==> src/hdl/i2cbs_pkg.sv <==
// ----------------------------------------------------------------------------
// i2cbs_pkg
// Shared codes, widths and the phase record of the I2C bit sequencer.
// ----------------------------------------------------------------------------
package i2cbs_pkg;

    localparam int HP_W = 16;
    localparam logic [HP_W-1:0] HP_RESET = 16'd8;

    // command codes carried in the input tuser
    localparam logic [2:0] ACT_START = 3'd0;
    localparam logic [2:0] ACT_STOP  = 3'd1;
    localparam logic [2:0] ACT_ACK   = 3'd2;
    localparam logic [2:0] ACT_NACK  = 3'd3;
    localparam logic [2:0] ACT_WAIT  = 3'd4;
    localparam logic [2:0] ACT_WRITE = 3'd5;
    localparam logic [2:0] ACT_READ  = 3'd6;

    // completion status codes
    localparam logic [1:0] ST_OK    = 2'd0;
    localparam logic [1:0] ST_BUSY  = 2'd1;
    localparam logic [1:0] ST_ERROR = 2'd2;
    localparam logic [1:0] ST_NOACK = 2'd3;

    // one pin phase as it leaves the sequencer
    typedef struct packed {
        logic       last;
        logic [1:0] status;
        logic [7:0] rd;
        logic       sda;
        logic       scl;
    } phase_t;

endpackage

==> src/hdl/i2cbs_timer.sv <==
// ----------------------------------------------------------------------------
// i2cbs_timer
// Phase hold counter: stays busy for the rest of a half period after a start.
// ----------------------------------------------------------------------------
module i2cbs_timer
    import i2cbs_pkg::*;
(
    input  logic            clk,
    input  logic            rst_n,
    input  logic            start,
    input  logic [HP_W-1:0] ticks,
    output logic            busy
);

    logic [HP_W-1:0] count_reg;
    logic [HP_W-1:0] count_next;

    always_comb
    begin
        count_next = count_reg;
        if (start)
        begin
            // a zero period holds the phase like the smallest nonzero period
            count_next = (ticks == '0) ? '0 : ticks - 1'b1;
        end
        else if (count_reg != '0)
        begin
            count_next = count_reg - 1'b1;
        end
    end

    always_ff @(posedge clk or negedge rst_n)
    begin
        if (!rst_n)
        begin
            count_reg <= '0;
        end
        else
        begin
            count_reg <= count_next;
        end
    end

    assign busy = (count_reg != '0);

endmodule

==> src/hdl/i2cbs_seq.sv <==
// ----------------------------------------------------------------------------
// i2cbs_seq
// Command sequencer: steps through the pin phases of one command, shifting
// write bits out and SDA samples in one bit per bit period.
// ----------------------------------------------------------------------------
module i2cbs_seq
    import i2cbs_pkg::*;
(
    input  logic       clk,
    input  logic       rst_n,
    input  logic       in_valid,
    output logic       in_ready,
    input  logic [2:0] in_action,
    input  logic [7:0] in_wdata,
    input  logic [7:0] in_samples,
    output logic       out_valid,
    input  logic       out_ready,
    output phase_t     out_ph,
    input  logic       tmr_busy,
    output logic       emit
);

    typedef enum logic {ST_IDLE, ST_RUN} state_t;

    state_t     state_reg;
    logic [2:0] act_reg;
    logic [7:0] wsh_reg;
    logic [7:0] ssh_reg;
    logic [7:0] rd_reg;
    logic [1:0] sub_reg;
    logic [3:0] bit_reg;
    logic       sda_drv_reg;
    logic       out_valid_reg;
    phase_t     out_ph_reg;

    phase_t     ph;
    logic       shift_w;
    logic       shift_s;
    logic       shift_rd;
    logic       bit_inc;
    logic [1:0] sub_next;
    logic       lvl;
    logic       accept;

    assign in_ready = (state_reg == ST_IDLE);
    assign accept   = in_valid && in_ready;
    assign emit     = (state_reg == ST_RUN) && !tmr_busy && (!out_valid_reg || out_ready);
    assign lvl      = (act_reg == ACT_NACK);

    always_comb
    begin
        ph       = '0;
        shift_w  = 1'b0;
        shift_s  = 1'b0;
        shift_rd = 1'b0;
        bit_inc  = 1'b0;
        sub_next = sub_reg + 1'b1;
        case (act_reg)
            ACT_START:
            begin
                ph.scl  = 1'b1;
                shift_s = 1'b1;
                case (sub_reg)
                    2'd0:
                    begin
                        ph.sda = 1'b1;
                        if (!ssh_reg[0])
                        begin
                            ph.last   = 1'b1;
                            ph.status = ST_BUSY;
                        end
                    end
                    2'd1:
                    begin
                        if (ssh_reg[0])
                        begin
                            ph.last   = 1'b1;
                            ph.status = ST_ERROR;
                        end
                    end
                    default: ph.last = 1'b1;
                endcase
            end
            ACT_STOP:
            begin
                case (sub_reg)
                    2'd0:    ph.sda = sda_drv_reg;
                    2'd1:    ph.sda = 1'b0;
                    2'd2:    ph.scl = 1'b1;
                    default:
                    begin
                        ph.scl  = 1'b1;
                        ph.sda  = 1'b1;
                        ph.last = 1'b1;
                    end
                endcase
            end
            ACT_ACK, ACT_NACK, ACT_WAIT:
            begin
                // wait ack drives SDA released like a nack
                case (sub_reg)
                    2'd0:    ph.sda = sda_drv_reg;
                    2'd1:    ph.sda = lvl || (act_reg == ACT_WAIT);
                    2'd2:
                    begin
                        ph.scl = 1'b1;
                        ph.sda = lvl || (act_reg == ACT_WAIT);
                    end
                    default:
                    begin
                        ph.sda  = lvl || (act_reg == ACT_WAIT);
                        ph.last = 1'b1;
                        if ((act_reg == ACT_WAIT) && ssh_reg[0])
                        begin
                            ph.status = ST_NOACK;
                        end
                    end
                endcase
            end
            ACT_WRITE:
            begin
                if (bit_reg[3])
                begin
                    ph.sda  = sda_drv_reg;
                    ph.last = 1'b1;
                end
                else
                begin
                    case (sub_reg)
                        2'd0:    ph.sda = sda_drv_reg;
                        2'd1:    ph.sda = wsh_reg[7];
                        default:
                        begin
                            ph.scl   = 1'b1;
                            ph.sda   = wsh_reg[7];
                            shift_w  = 1'b1;
                            bit_inc  = 1'b1;
                            sub_next = 2'd0;
                        end
                    endcase
                end
            end
            ACT_READ:
            begin
                ph.sda = 1'b1;
                if (bit_reg[3])
                begin
                    ph.rd   = rd_reg;
                    ph.last = 1'b1;
                end
                else if (sub_reg != 2'd0)
                begin
                    ph.scl   = 1'b1;
                    shift_rd = 1'b1;
                    shift_s  = 1'b1;
                    bit_inc  = 1'b1;
                    sub_next = 2'd0;
                end
            end
            default: ph.last = 1'b1;
        endcase
    end

    always_ff @(posedge clk or negedge rst_n)
    begin
        if (!rst_n)
        begin
            state_reg     <= ST_IDLE;
            act_reg       <= ACT_START;
            wsh_reg       <= '0;
            ssh_reg       <= '0;
            rd_reg        <= '0;
            sub_reg       <= '0;
            bit_reg       <= '0;
            sda_drv_reg   <= 1'b1;
            out_valid_reg <= 1'b0;
            out_ph_reg    <= '0;
        end
        else
        begin
            if (emit)
            begin
                out_valid_reg <= 1'b1;
            end
            else if (out_ready)
            begin
                out_valid_reg <= 1'b0;
            end
            case (state_reg)
                ST_IDLE:
                begin
                    if (accept)
                    begin
                        act_reg <= in_action;
                        wsh_reg <= in_wdata;
                        ssh_reg <= in_samples;
                        rd_reg  <= '0;
                        sub_reg <= '0;
                        bit_reg <= '0;
                        // drop unused codes without a result
                        if (in_action <= ACT_READ)
                        begin
                            state_reg <= ST_RUN;
                        end
                    end
                end
                ST_RUN:
                begin
                    if (emit)
                    begin
                        out_ph_reg    <= ph;
                        sda_drv_reg   <= ph.sda;
                        sub_reg       <= sub_next;
                        if (bit_inc)
                        begin
                            bit_reg <= bit_reg + 1'b1;
                        end
                        if (shift_w)
                        begin
                            wsh_reg <= {wsh_reg[6:0], 1'b0};
                        end
                        if (shift_s)
                        begin
                            ssh_reg <= {1'b0, ssh_reg[7:1]};
                        end
                        if (shift_rd)
                        begin
                            rd_reg <= {rd_reg[6:0], ssh_reg[0]};
                        end
                        if (ph.last)
                        begin
                            state_reg <= ST_IDLE;
                        end
                    end
                end
                default: state_reg <= ST_IDLE;
            endcase
        end
    end

    assign out_valid = out_valid_reg;
    assign out_ph    = out_ph_reg;

endmodule

==> src/hdl/i2c_master_bit_sequencer_core.sv <==
// ----------------------------------------------------------------------------
// i2c_master_bit_sequencer_core
// I2C master command engine: expands each command into timed SCL/SDA phases.
//
// Channel     Dir  Content
// s_axis      in   tuser: action[2:0]; tdata: write_data[7:0], line_samples[15:8]
// m_axis      out  tdata: scl, sda, read_data, status; tlast: last_phase
// cfg         in   cfg_we / cfg_wdata: half_period_ticks
//
// The phase hold counter spaces out the phases by half_period_ticks (zero
// acts like the smallest nonzero setting); each command expands into phases
// (write byte 25, read byte 17, stop/ack/nack/wait 4, start 1 to 3).
// A stalled m_axis holds the sequencer; it resumes when the phase is taken.
// Reset marks SDA as released and sets half_period_ticks to 8.
// ----------------------------------------------------------------------------
module i2c_master_bit_sequencer_core
    import i2cbs_pkg::*;
(
    input  logic            clk,
    input  logic            rst_n,
    input  logic            s_axis_tvalid,
    output logic            s_axis_tready,
    input  logic [15:0]     s_axis_tdata,  // write_data[7:0], line_samples[15:8]
    input  logic [2:0]      s_axis_tuser,  // action[2:0]
    output logic            m_axis_tvalid,
    input  logic            m_axis_tready,
    output logic [15:0]     m_axis_tdata,  // scl[0], sda[1], read_data[9:2], status[11:10]
    output logic            m_axis_tlast,  // last_phase
    input  logic            cfg_we,
    input  logic [HP_W-1:0] cfg_wdata
);

    logic [HP_W-1:0] half_reg;
    logic            tmr_busy;
    logic            emit;
    phase_t          ph;

    always_ff @(posedge clk or negedge rst_n)
    begin
        if (!rst_n)
        begin
            half_reg <= HP_RESET;
        end
        else if (cfg_we)
        begin
            half_reg <= cfg_wdata;
        end
    end

    i2cbs_timer u_timer (
        .clk   (clk),
        .rst_n (rst_n),
        .start (emit),
        .ticks (half_reg),
        .busy  (tmr_busy)
    );

    i2cbs_seq u_seq (
        .clk        (clk),
        .rst_n      (rst_n),
        .in_valid   (s_axis_tvalid),
        .in_ready   (s_axis_tready),
        .in_action  (s_axis_tuser),
        .in_wdata   (s_axis_tdata[7:0]),
        .in_samples (s_axis_tdata[15:8]),
        .out_valid  (m_axis_tvalid),
        .out_ready  (m_axis_tready),
        .out_ph     (ph),
        .tmr_busy   (tmr_busy),
        .emit       (emit)
    );

    assign m_axis_tdata = {4'b0000, ph.status, ph.rd, ph.sda, ph.scl};
    assign m_axis_tlast = ph.last;

endmodule

==> config.mk <==
export PLATFORM = sky130hd
export DESIGN_NAME = i2c_master_bit_sequencer_core
export DESIGN_NICKNAME = d
export VERILOG_FILES = /design/src/hdl/i2cbs_pkg.sv /design/src/hdl/i2cbs_timer.sv /design/src/hdl/i2cbs_seq.sv /design/src/hdl/i2c_master_bit_sequencer_core.sv
export SDC_FILE = /design/constraint.sdc
export NUM_CORES = 1
export LEC_CHECK = 0
export BUFFER_PORTS_ARGS = -buffer_cell sky130_fd_sc_hd__buf_4
export CAP_MARGIN = 30
export CORE_UTILIZATION = 40
export DETAILED_ROUTE_END_ITERATION = 10
export GPL_TIMING_DRIVEN = 0
export PLACE_DENSITY = 0.66
export SETUP_SLACK_MARGIN = 0.3
export SLEW_MARGIN = 20
export SYNTH_ARGS = -nofsm -noshare
export SYNTH_HDL_FRONTEND = slang
export SYNTH_HIERARCHICAL = 1
export SYNTH_SLANG_ARGS = --single-unit
==> constraint.sdc <==
create_clock -name clk -period 5.4 [get_ports clk]
set_input_delay 0.27 -clock clk [delete_from_list [all_inputs] [get_ports clk]]
set_output_delay 0.27 -clock clk [all_outputs]
set_load 0.005 [all_outputs]
Word-level counts from Yosys, hierarchy flattened
Cells that the tools add are included.
{"block": "word_totals", "reg_bits": 81, "latchBits": 0, "ramBits": 0, "mem_bits_ro": 0, "output_inout_bits": 19, "memories": 0}
{"block": "classes", "n_addsub": 4, "mul": 0, "div": 0, "magnitude_cmp": 1, "eq_ne": 14, "shifts": 0, "muxes": 61, "n_bitwise": 1, "reduce_logical": 27}
{"cell": "$mux W8", "n": 11}
{"cell": "$mux W16", "n": 3}
{"cell": "$pmux W8 S2", "n": 3}
{"cell": "$sub A16 B1 Y16 const B", "n": 2}
{"cell": "$mux W1", "n": 19}
{"cell": "$logic_not A16 Y1", "n": 1}
{"cell": "$pmux W2 S2", "n": 4}
{"cell": "$reduce_bool A16 Y1", "n": 1}
{"cell": "$mux W2", "n": 7}
{"cell": "$mux W4", "n": 3}
{"cell": "$ne A2 B2 Y1 const B", "n": 6}
{"cell": "$reduce_and A3 Y1", "n": 4}
{"cell": "$pmux W1 S2", "n": 5}
{"cell": "$pmux W2 S5", "n": 1}
{"cell": "$eq A3 B3 Y1 const B", "n": 3}
{"cell": "$mux W3", "n": 3}
{"cell": "$pmux W4 S2", "n": 1}
{"cell": "$eq A3 B2 Y1 const B", "n": 2}
{"cell": "$reduce_and A2 Y1", "n": 3}
{"cell": "$reduce_bool A2 Y1", "n": 3}
{"cell": "$reduce_or A2 Y1", "n": 3}
{"cell": "$reduce_or A3 Y1", "n": 2}
{"cell": "$add A4 B1 Y4 const B", "n": 1}
{"cell": "$logic_and A1 B1 Y1", "n": 4}
{"cell": "other kinds (11)", "n": 13}

Depth between registers and ports, before layout
Gate-level depths: netlist (run 1).
{"block": "depth", "depth_word": 8, "depth_mapped": 14, "depth_no_buf": 11}

Hierarchy
Netlist (run 1), hierarchy kept.
{"module": "i2cbs_seq", "instances": 1, "cells_per_inst": 241, "area_each_um2": 2539.9, "seq_area_each_um2": 1227.4}
{"module": "i2cbs_timer", "instances": 1, "cells_per_inst": 132, "area_each_um2": 1194.9, "seq_area_each_um2": 400.4}
{"module": "i2c_master_bit_sequencer_core", "instances": 1, "cells_per_inst": 39, "area_each_um2": 684.4, "seq_area_each_um2": 401.6}

Worst setup path before layout (run 1)
OpenSTA, ideal clock, no wires.
{"block": "synth_timing", "kind": "register to register", "startpoint": "register u_timer.count_reg[9]", "endpoint": "register u_timer.count_reg[11]", "setup_time_ps": 143, "t_arrival_ps": 2734, "setup_slack_ps": 2523, "path_stages_with_launch": 13, "n_path_buf": 3, "path_cell_list": "dfrtp_1 or4_4 nand2b_4 or2_1 buf_6 and2b_1 nand2_1 buf_2 inv_1 clkbuf_1 nor2b_1 o41ai_1 o211ai_1"}
{"block": "synth_between", "elab_chain_cells": 5}
{"item": "start: declaration", "line": "i2cbs_timer.sv:15", "source": "logic [HP_W-1:0] count_reg;"}
{"item": "start signal: assignment", "line": "i2cbs_timer.sv:40", "source": "count_reg <= count_next;"}
{"item": "$reduce_bool A16 Y1 *", "line": "i2cbs_timer.sv:44", "source": "assign busy = (count_reg != '0);"}
{"item": "net tmr_busy", "line": "i2c_master_bit_sequencer_core.sv:34", "source": "logic tmr_busy;"}
{"item": "$logic_not A1 Y1 *", "line": "i2cbs_seq.sv:47", "source": "assign emit = (state_reg == ST_RUN) && !tmr_busy && (!out_valid_reg || out_ready);"}
{"item": "$logic_and A1 B1 Y1 * (2 in a row)", "line": "i2cbs_seq.sv:47"}
{"item": "net emit", "line": "i2c_master_bit_sequencer_core.sv:35", "source": "logic emit;"}
{"item": "$mux W16 or $reduce_bool A2 Y1 (tied branches)"}
The timed path passes the listed nets; every way through them passes the cells marked *. The select of a mux whose other input is x is not followed.
A chain may end at the register's enable or synchronous reset.

Worst setup path in the final report (run 1)
Same ends and word-level chain as after synthesis.

==> results of run 1 <==
layout make-up:
class,count,area (um2),share of cell area
Timing Repair Buffer,55,435,0.0829
Inverter,19,71.3,0.0136
Buffer,23,156,0.0298
Tap cell,140,175,0.0333
Clock buffer,11,151,0.0288
Sequential cell,81,2030,0.386
Multi-Input combinational cell,292,2170,0.414
Clock inverter,5,62.6,0.0119
kinds of logic (layout without fill, tap and decap cells):
| kind of cell | after synthesis | after routing | share of synthesized area |
|---|---|---|---|
| adders and majority gates | 10 | 10 | 0.0283 |
| buffers and inverters | 42 | 113 | 0.0515 |
| DFF | 81 | 81 | 0.459 |
| xor gates and xnor gates | 23 | 23 | 0.0456 |
| and+or+nand+nor | 125 | 125 | 0.159 |
| muxes | 48 | 48 | 0.127 |
| other | 1 | 4 | 0.000849 |
| AOI/OAI and AO/OA | 82 | 82 | 0.129 |
worst max-delay path by stage:
stage | startpoint | depth (start not counted) | endpoint | slack, ps
floorplan | u_timer/count_reg[9] | 12 | u_timer/count_reg[11] | 2520
global placement | u_timer/count_reg[9] | 12 | u_timer/count_reg[11] | 2030
detailed placement | u_timer/count_reg[9] | 12 | u_timer/count_reg[11] | 1950
CTS | u_timer/count_reg[9] | 12 | u_timer/count_reg[11] | 1940
global route | u_timer/count_reg[2] | 12 | u_timer/count_reg[11] | 1740
finish | u_timer/count_reg[9] | 12 | u_timer/count_reg[11] | 1940
cells in the final DEF (no fill, tap or decap), types with 11 or more instances in the layout:
cell type	synthesis	final
buf_4	6	59
clkbuf_8	0	11
dfrtp_1	79	79
inv_1	19	19
mux2_2	25	25
mux2i_1	13	13
nand2_1	35	35
nor2_1	23	23
nor3_1	12	12
o21ai_0	23	23
o22ai_1	14	14
xnor2_1	16	16
metal layers:
layer	vias up	GRT usage
li1	1606	-
met1	1595	0.212
met2	69	0.301
met3	10	0.0389
met4	0	0.0489
met5	-	0
power by group through the flow:
stage               logic [mW]  clock network, mW  registers, mW
floorplan                0.111                  0          0.673
global placement         0.160                  0          0.679
detailed placement       0.166                  0          0.681
CTS                      0.167              0.485          0.669
global route             0.185              0.510          0.674
finish                   0.166              0.468          0.668
worst min-delay path, stage by stage:
cell,delay (ps)
buf_4,90
nand2_1,40
nand2_1,40
per-stage QoR:
stage	setup WS, ps	power, mW
floorplan	2520	0.784
global placement	2030	0.839
detailed placement	1950	0.847
CTS	1940	1.32
global route	1740	1.37
finish	1940	1.30
==> metrics.txt, run 1 <==
delay-heaviest family, CP=simple AND/OR/NAND/NOR gates; Cell Area, Synth=approximately 4400 um2; Post-synth ARST share=1.00; Seq/Total Area, Yosys=0.459; R2R depth=12; crit end category=register; per-cell routed wire length=14.5 um; Die H=approximately 110 um; number of CTS-inserted buffers=9; non-filler instance count after layout=around 630; minimum clock period=3460 ps; Max Fclk=289 MHz; Initial Utilization=0.409; # setup viols final=0; final hold viol count=0; main area contributors after synthesis=dfrtp_1 (45%), mux2_2 (6.4%), mux2_4 (3.4%); Post-CTS Resized=0; Hold Path Depth=3; I/O Buffers=53; post-route ant nets=0; Root Driver=clkbuf_8; Power per Cell Area=248 nW/um2; Final period util=0.640; Synth area leader=dfrtp_1; DR vias=3280; CTS Buffer Depth=2; Post-Synthesis Cells=412; Synth top area share=0.447; Core Util, Final=0.487; # IOs=between 50 and 60; largest net degree at the start of global routing=52; # placed instances=609; Highest Signal Layer=met4; FF+latch count, synth=81; placed cell area=approximately 5000 um2; Post-synth top flop=dfrtp_1; max-cap check violation count=0; hold_buf cts=1; Die Area=11500 um2; net switching power=about 330 uW; setup bufs post-CTS=0; antenna cells=0; row count=38; Critical Path, Cell by Cell=or4_4 > nand2b_4 > or2_1 > buf_6 > and2b_1 > nand2_1 > buf_2 > inv_1 > clkbuf_1 > nor2b_1 > o41ai_1 > o211ai_1; Startpoint Class=register; top-count cell post-synth=dfrtp_1; worst r2r src=u_timer/count_reg[9]; Crit Reg-Reg Endpoint=u_timer/count_reg[11]; RSZ-0062 raised after global routing=no; leakage power=2.36 nW; H-tree depth=3; Slowest-stage cell, CP=or4_4; GP Congestion=0.870; Final TNS setup=0 ps; clock sinks=81; 1st-pass router iterations=4; vias in the first global route=3264; Iter 0 DRT Violations=about 120; worst reg-to-reg setup slack=1940 ps; Post-DP HPWL=6720 um; core area=10800 um2; design area=5260 um2; run status=finished, final reports clean; post-synthesis cell type count=65; Logic pwr share=0.127; met2 WL post-DR=4610 um; worst slew pin tran=about 590 ps; worst skew pair latency=360 ps; Hold WS=~120 ps; DR vias/cell=around 5.2; number of enable flip-flop cells after synthesis=0; Seq pwr share=0.513; GR Overflow Total=0; fillers=996; Final nets=approximately 530; # DRC=0; crit path max fanout=10; Routed Wire Length=about 9100 um; first-pass GRT wire length=15500 um; met3 routed WL=about 340 um; worst hold path type=input pin to register; Commonest cells post-synth=dfrtp_1 (79), nand2_1 (35), mux2_2 (25), nor2_1 (23), o21ai_0 (23); Worst-path clk slew=80 ps; GRT Total Usage=0.172; max incr delay on CP=590 ps; Worst slew margin=0.605; Layout area overhead=18.9%; Clock Skews=11.9 ps; initial antenna violation count=0; WHS Endpoint=u_seq/act_reg[1]; CTS tree=done; syn avg cell area=10.7 um2; layout cells sized above 1=0.286; Critical Path AT=3660 ps; Synth Warn #=6; Sw Ratio=0.255; HP Start=s_axis_tuser[1]; CP bufs+invs=4; VDD IR max=0.133 mV; met1 wire length=4030 um; Clock Power Share=0.360; Crit Path Class=register to register; max-slew violations=0; chip width=107 um; Power Internal=970 uW; Worst Path Required=roughly 5600 ps
No activity file was read; power rests on OpenSTA's default activity.
==> run 2, diff against run 1 <==
--- a/config.mk
+++ b/config.mk
@@ -5,6 +5,7 @@
 export SDC_FILE = /design/constraint.sdc
 export NUM_CORES = 1
 export LEC_CHECK = 0
+export ABC_AREA = 1
 export BUFFER_PORTS_ARGS = -buffer_cell sky130_fd_sc_hd__buf_4
 export CAP_MARGIN = 30
 export CORE_UTILIZATION = 40
==> constraint.sdc (replaced) <==
create_clock -name clk -period 3.55 [get_ports clk]
set_input_delay 0.1775 -clock clk [delete_from_list [all_inputs] [get_ports clk]]
set_output_delay 0.1775 -clock clk [all_outputs]
set_load 0.005 [all_outputs]
==> run 2 against run 1 <==
  * The run now ends with DRC left
  * Routed wire length increased by 17%
  * Area after synthesis grew 7.7%
  * Cell count increased by 31%
  * Clock skew down 6.0 ps
  * Non-clock buffer count is 4 lower
  * Total power grew to 2.8 times the previous value
==> metrics.txt, run 2 <==
Initial Utilization=0.413; max-cap check violation count=0; Post-synth top flop=dfrtp_1; clock sinks=81; initial antenna violation count=0; # IOs=between 50 and 60; Iter 0 DRT Violations=213; main area contributors after synthesis=dfrtp_1 (42%), nand2_1 (14%), inv_1 (5.1%); worst reg-to-reg setup slack=roughly 1100 ps; max incr delay on CP=360 ps; GRT Total Usage=0.190; Post-Synthesis Cells=603; Max Fclk=413 MHz; fillers=1173; number of CTS-inserted buffers=9; largest net degree at the start of global routing=42; GP Congestion=about 0.94; final hold viol count=0; crit end category=register; leakage power=2.91 nW; Die H=111 um; H-tree depth=3; CTS tree=done; worst hold path type=input pin to register; Worst slew margin=0.634; top-count cell post-synth=nand2_1; Hold Path Depth=3; minimum clock period=2420 ps; CP Depth=11; Post-DP HPWL=between 7000 and 8000 um; RSZ-0062 raised after global routing=no; Critical Path, Cell by Cell=inv_1 > ha_1 > nand3_1 > nor3_1 > nand2_1 > nor2_4 > o21a_4 > buf_6 > buf_2 > nand4_1 > a21oi_1; post-route ant nets=0; Die Area=12300 um2; crit path max fanout=15; non-filler instance count after layout=820; commonest non-fill, non-tap cell in the layout=nand2_1; Routed Wire Length=10600 um; post-synthesis cell type count=40; CP bufs+invs=3; Critical Path AT=2670 ps; Commonest cells post-synth=nand2_1 (177), dfrtp_1 (79), inv_1 (65), nor2_1 (45), nand3_1 (43); first-pass GRT wire length=19200 um; Crit Path Class=register to register; # placed instances=roughly 800; VDD IR max=about 0.28 mV; delay-heaviest family, CP=simple AND/OR/NAND/NOR gates; Startpoint Class=register; worst slew pin tran=roughly 550 ps; DR vias/cell=4.99; worst skew pair latency=330 ps; failing checks=DRC; Final TNS setup=0 ps; GR Overflow Total=0; chip width=111 um; Seq/Total Area, Yosys=0.426; commonest cells after routing, fill and taps aside=nand2_1 (177), dfrtp_1 (79), inv_1 (65), buf_4 (58), nor2_1 (45); number of enable flip-flop cells after synthesis=0; syn avg cell area=7.90 um2; Synth area leader=dfrtp_1; Post-CTS Resized=0; Layout area overhead=20.3%; antenna cells=0; FF+latch count, synth=81; Slowest-stage cell, CP=dfrtp_1; I/O Buffers=53; # setup viols final=0; max-slew violations=0; CTS Buffer Depth=2; Final period util=0.681; Post-synth ARST share=1.00; Synth top area share=0.415; Clock Skews=roughly 6 ps; Power per Cell Area=639 nW/um2; row count=39; vias in the first global route=4027; per-cell routed wire length=12.9 um; run status=finished, violations left; Pwr Total=3.66 mW; layout cells sized above 1=0.208; Synth Warn #=6; # DRC=8; Root Driver=clkbuf_16; Worst Path Required=3800 ps; core area=11500 um2; Final nets=a little over 700; R2R depth=11; 1st-pass router iterations=8; DR vias=4095; Worst-path clk slew=60 ps; Cell Area, Synth=4760 um2
-- run 2: cell count changes after synthesis, sizes merged, moves of 9 or more --
cell / change
nand3: +41
xnor2: -14
nor3: -10
nor2: +36
inv: +51
a21oi: +13
nand4: +10
nor3b: -9
nand2: +157
mux2: -35
o21ai: +21
-- run 2: final cells by class --
class	instances	area, um2	share of cell area
multi-input cells	436	2310	0.402
flip-flops and latches	81	2030	0.354
repair buffers	55	428	0.0747
inverters	70	270	0.0472
clock buffers	9	225	0.0393
well taps	143	179	0.0312
plain buffers	19	166	0.0290
clock inverters	7	125	0.0218
-- run 2: logic make-up (layout without fill, tap and decap cells) --
group                      after synthesis  count (layout)  synth area share
DFF                                     81              81             0.426
AOI/OAI and AO/OA                       87              87             0.109
other                                    1               4          0.000788
muxes                                    7               7            0.0147
and+or+nand+nor                        319             319             0.315
buffers and inverters                   89             160            0.0917
xor gates and xnor gates                 9               9            0.0166
adders and majority gates               10              10            0.0263
-- run 2: metrics by stage --
step / cell area, um2 / setup slack [ps] / utilization / hold slack, ps
finish: 5730 / 1130 / 0.498 / 40.6
global route: 5730 / 922 / 0.498 / 39.0
CTS: 5730 / 1150 / 0.498 / 32.4
detailed placement: 5370 / 1150 / 0.466 / 201
global placement: 5350 / 1210 / 0.464 / 379
floorplan: 4770 / 1550 / - / -118
-- run 2: worst paths after layout --
check,startpoint,end
worst max-delay path,u_timer/count_reg[0],u_timer/count_reg[15]
worst min-delay path,cfg_wdata[15],half_reg[15]
worst max register to register,u_timer/count_reg[0],u_timer/count_reg[15]
worst min register to register,u_seq/sda_drv_reg,u_seq/sda_drv_reg
max in group asynchronous,rst_n,u_seq/sda_drv_reg
min in group asynchronous,rst_n,half_reg[11]
-- run 2: metal layers --
layer	routed length [um]	track usage
met2	4860	0.290
met1	5240	0.274
met5	0	0
met3	403	0.0306
met4	102	0.0658
-- run 2: report_power, final --
group	total, mW	switching (mW)	leakage [nW]	internal (mW)
clock	1.08	0.389	0.171	0.695
sequential	1.35	0.176	1.03	1.17
combinational	1.23	0.769	1.71	0.462
-- run 2: timing repair --
action,in CTS,in global routing
hold buffers,1,0
buffers inserted,0,0
hold endpoints to repair,39,0
-- run 2: tightest hold or removal path: stages --
cell	delay, ps
buf_4	70
nand2_1	40
nand2_1	50
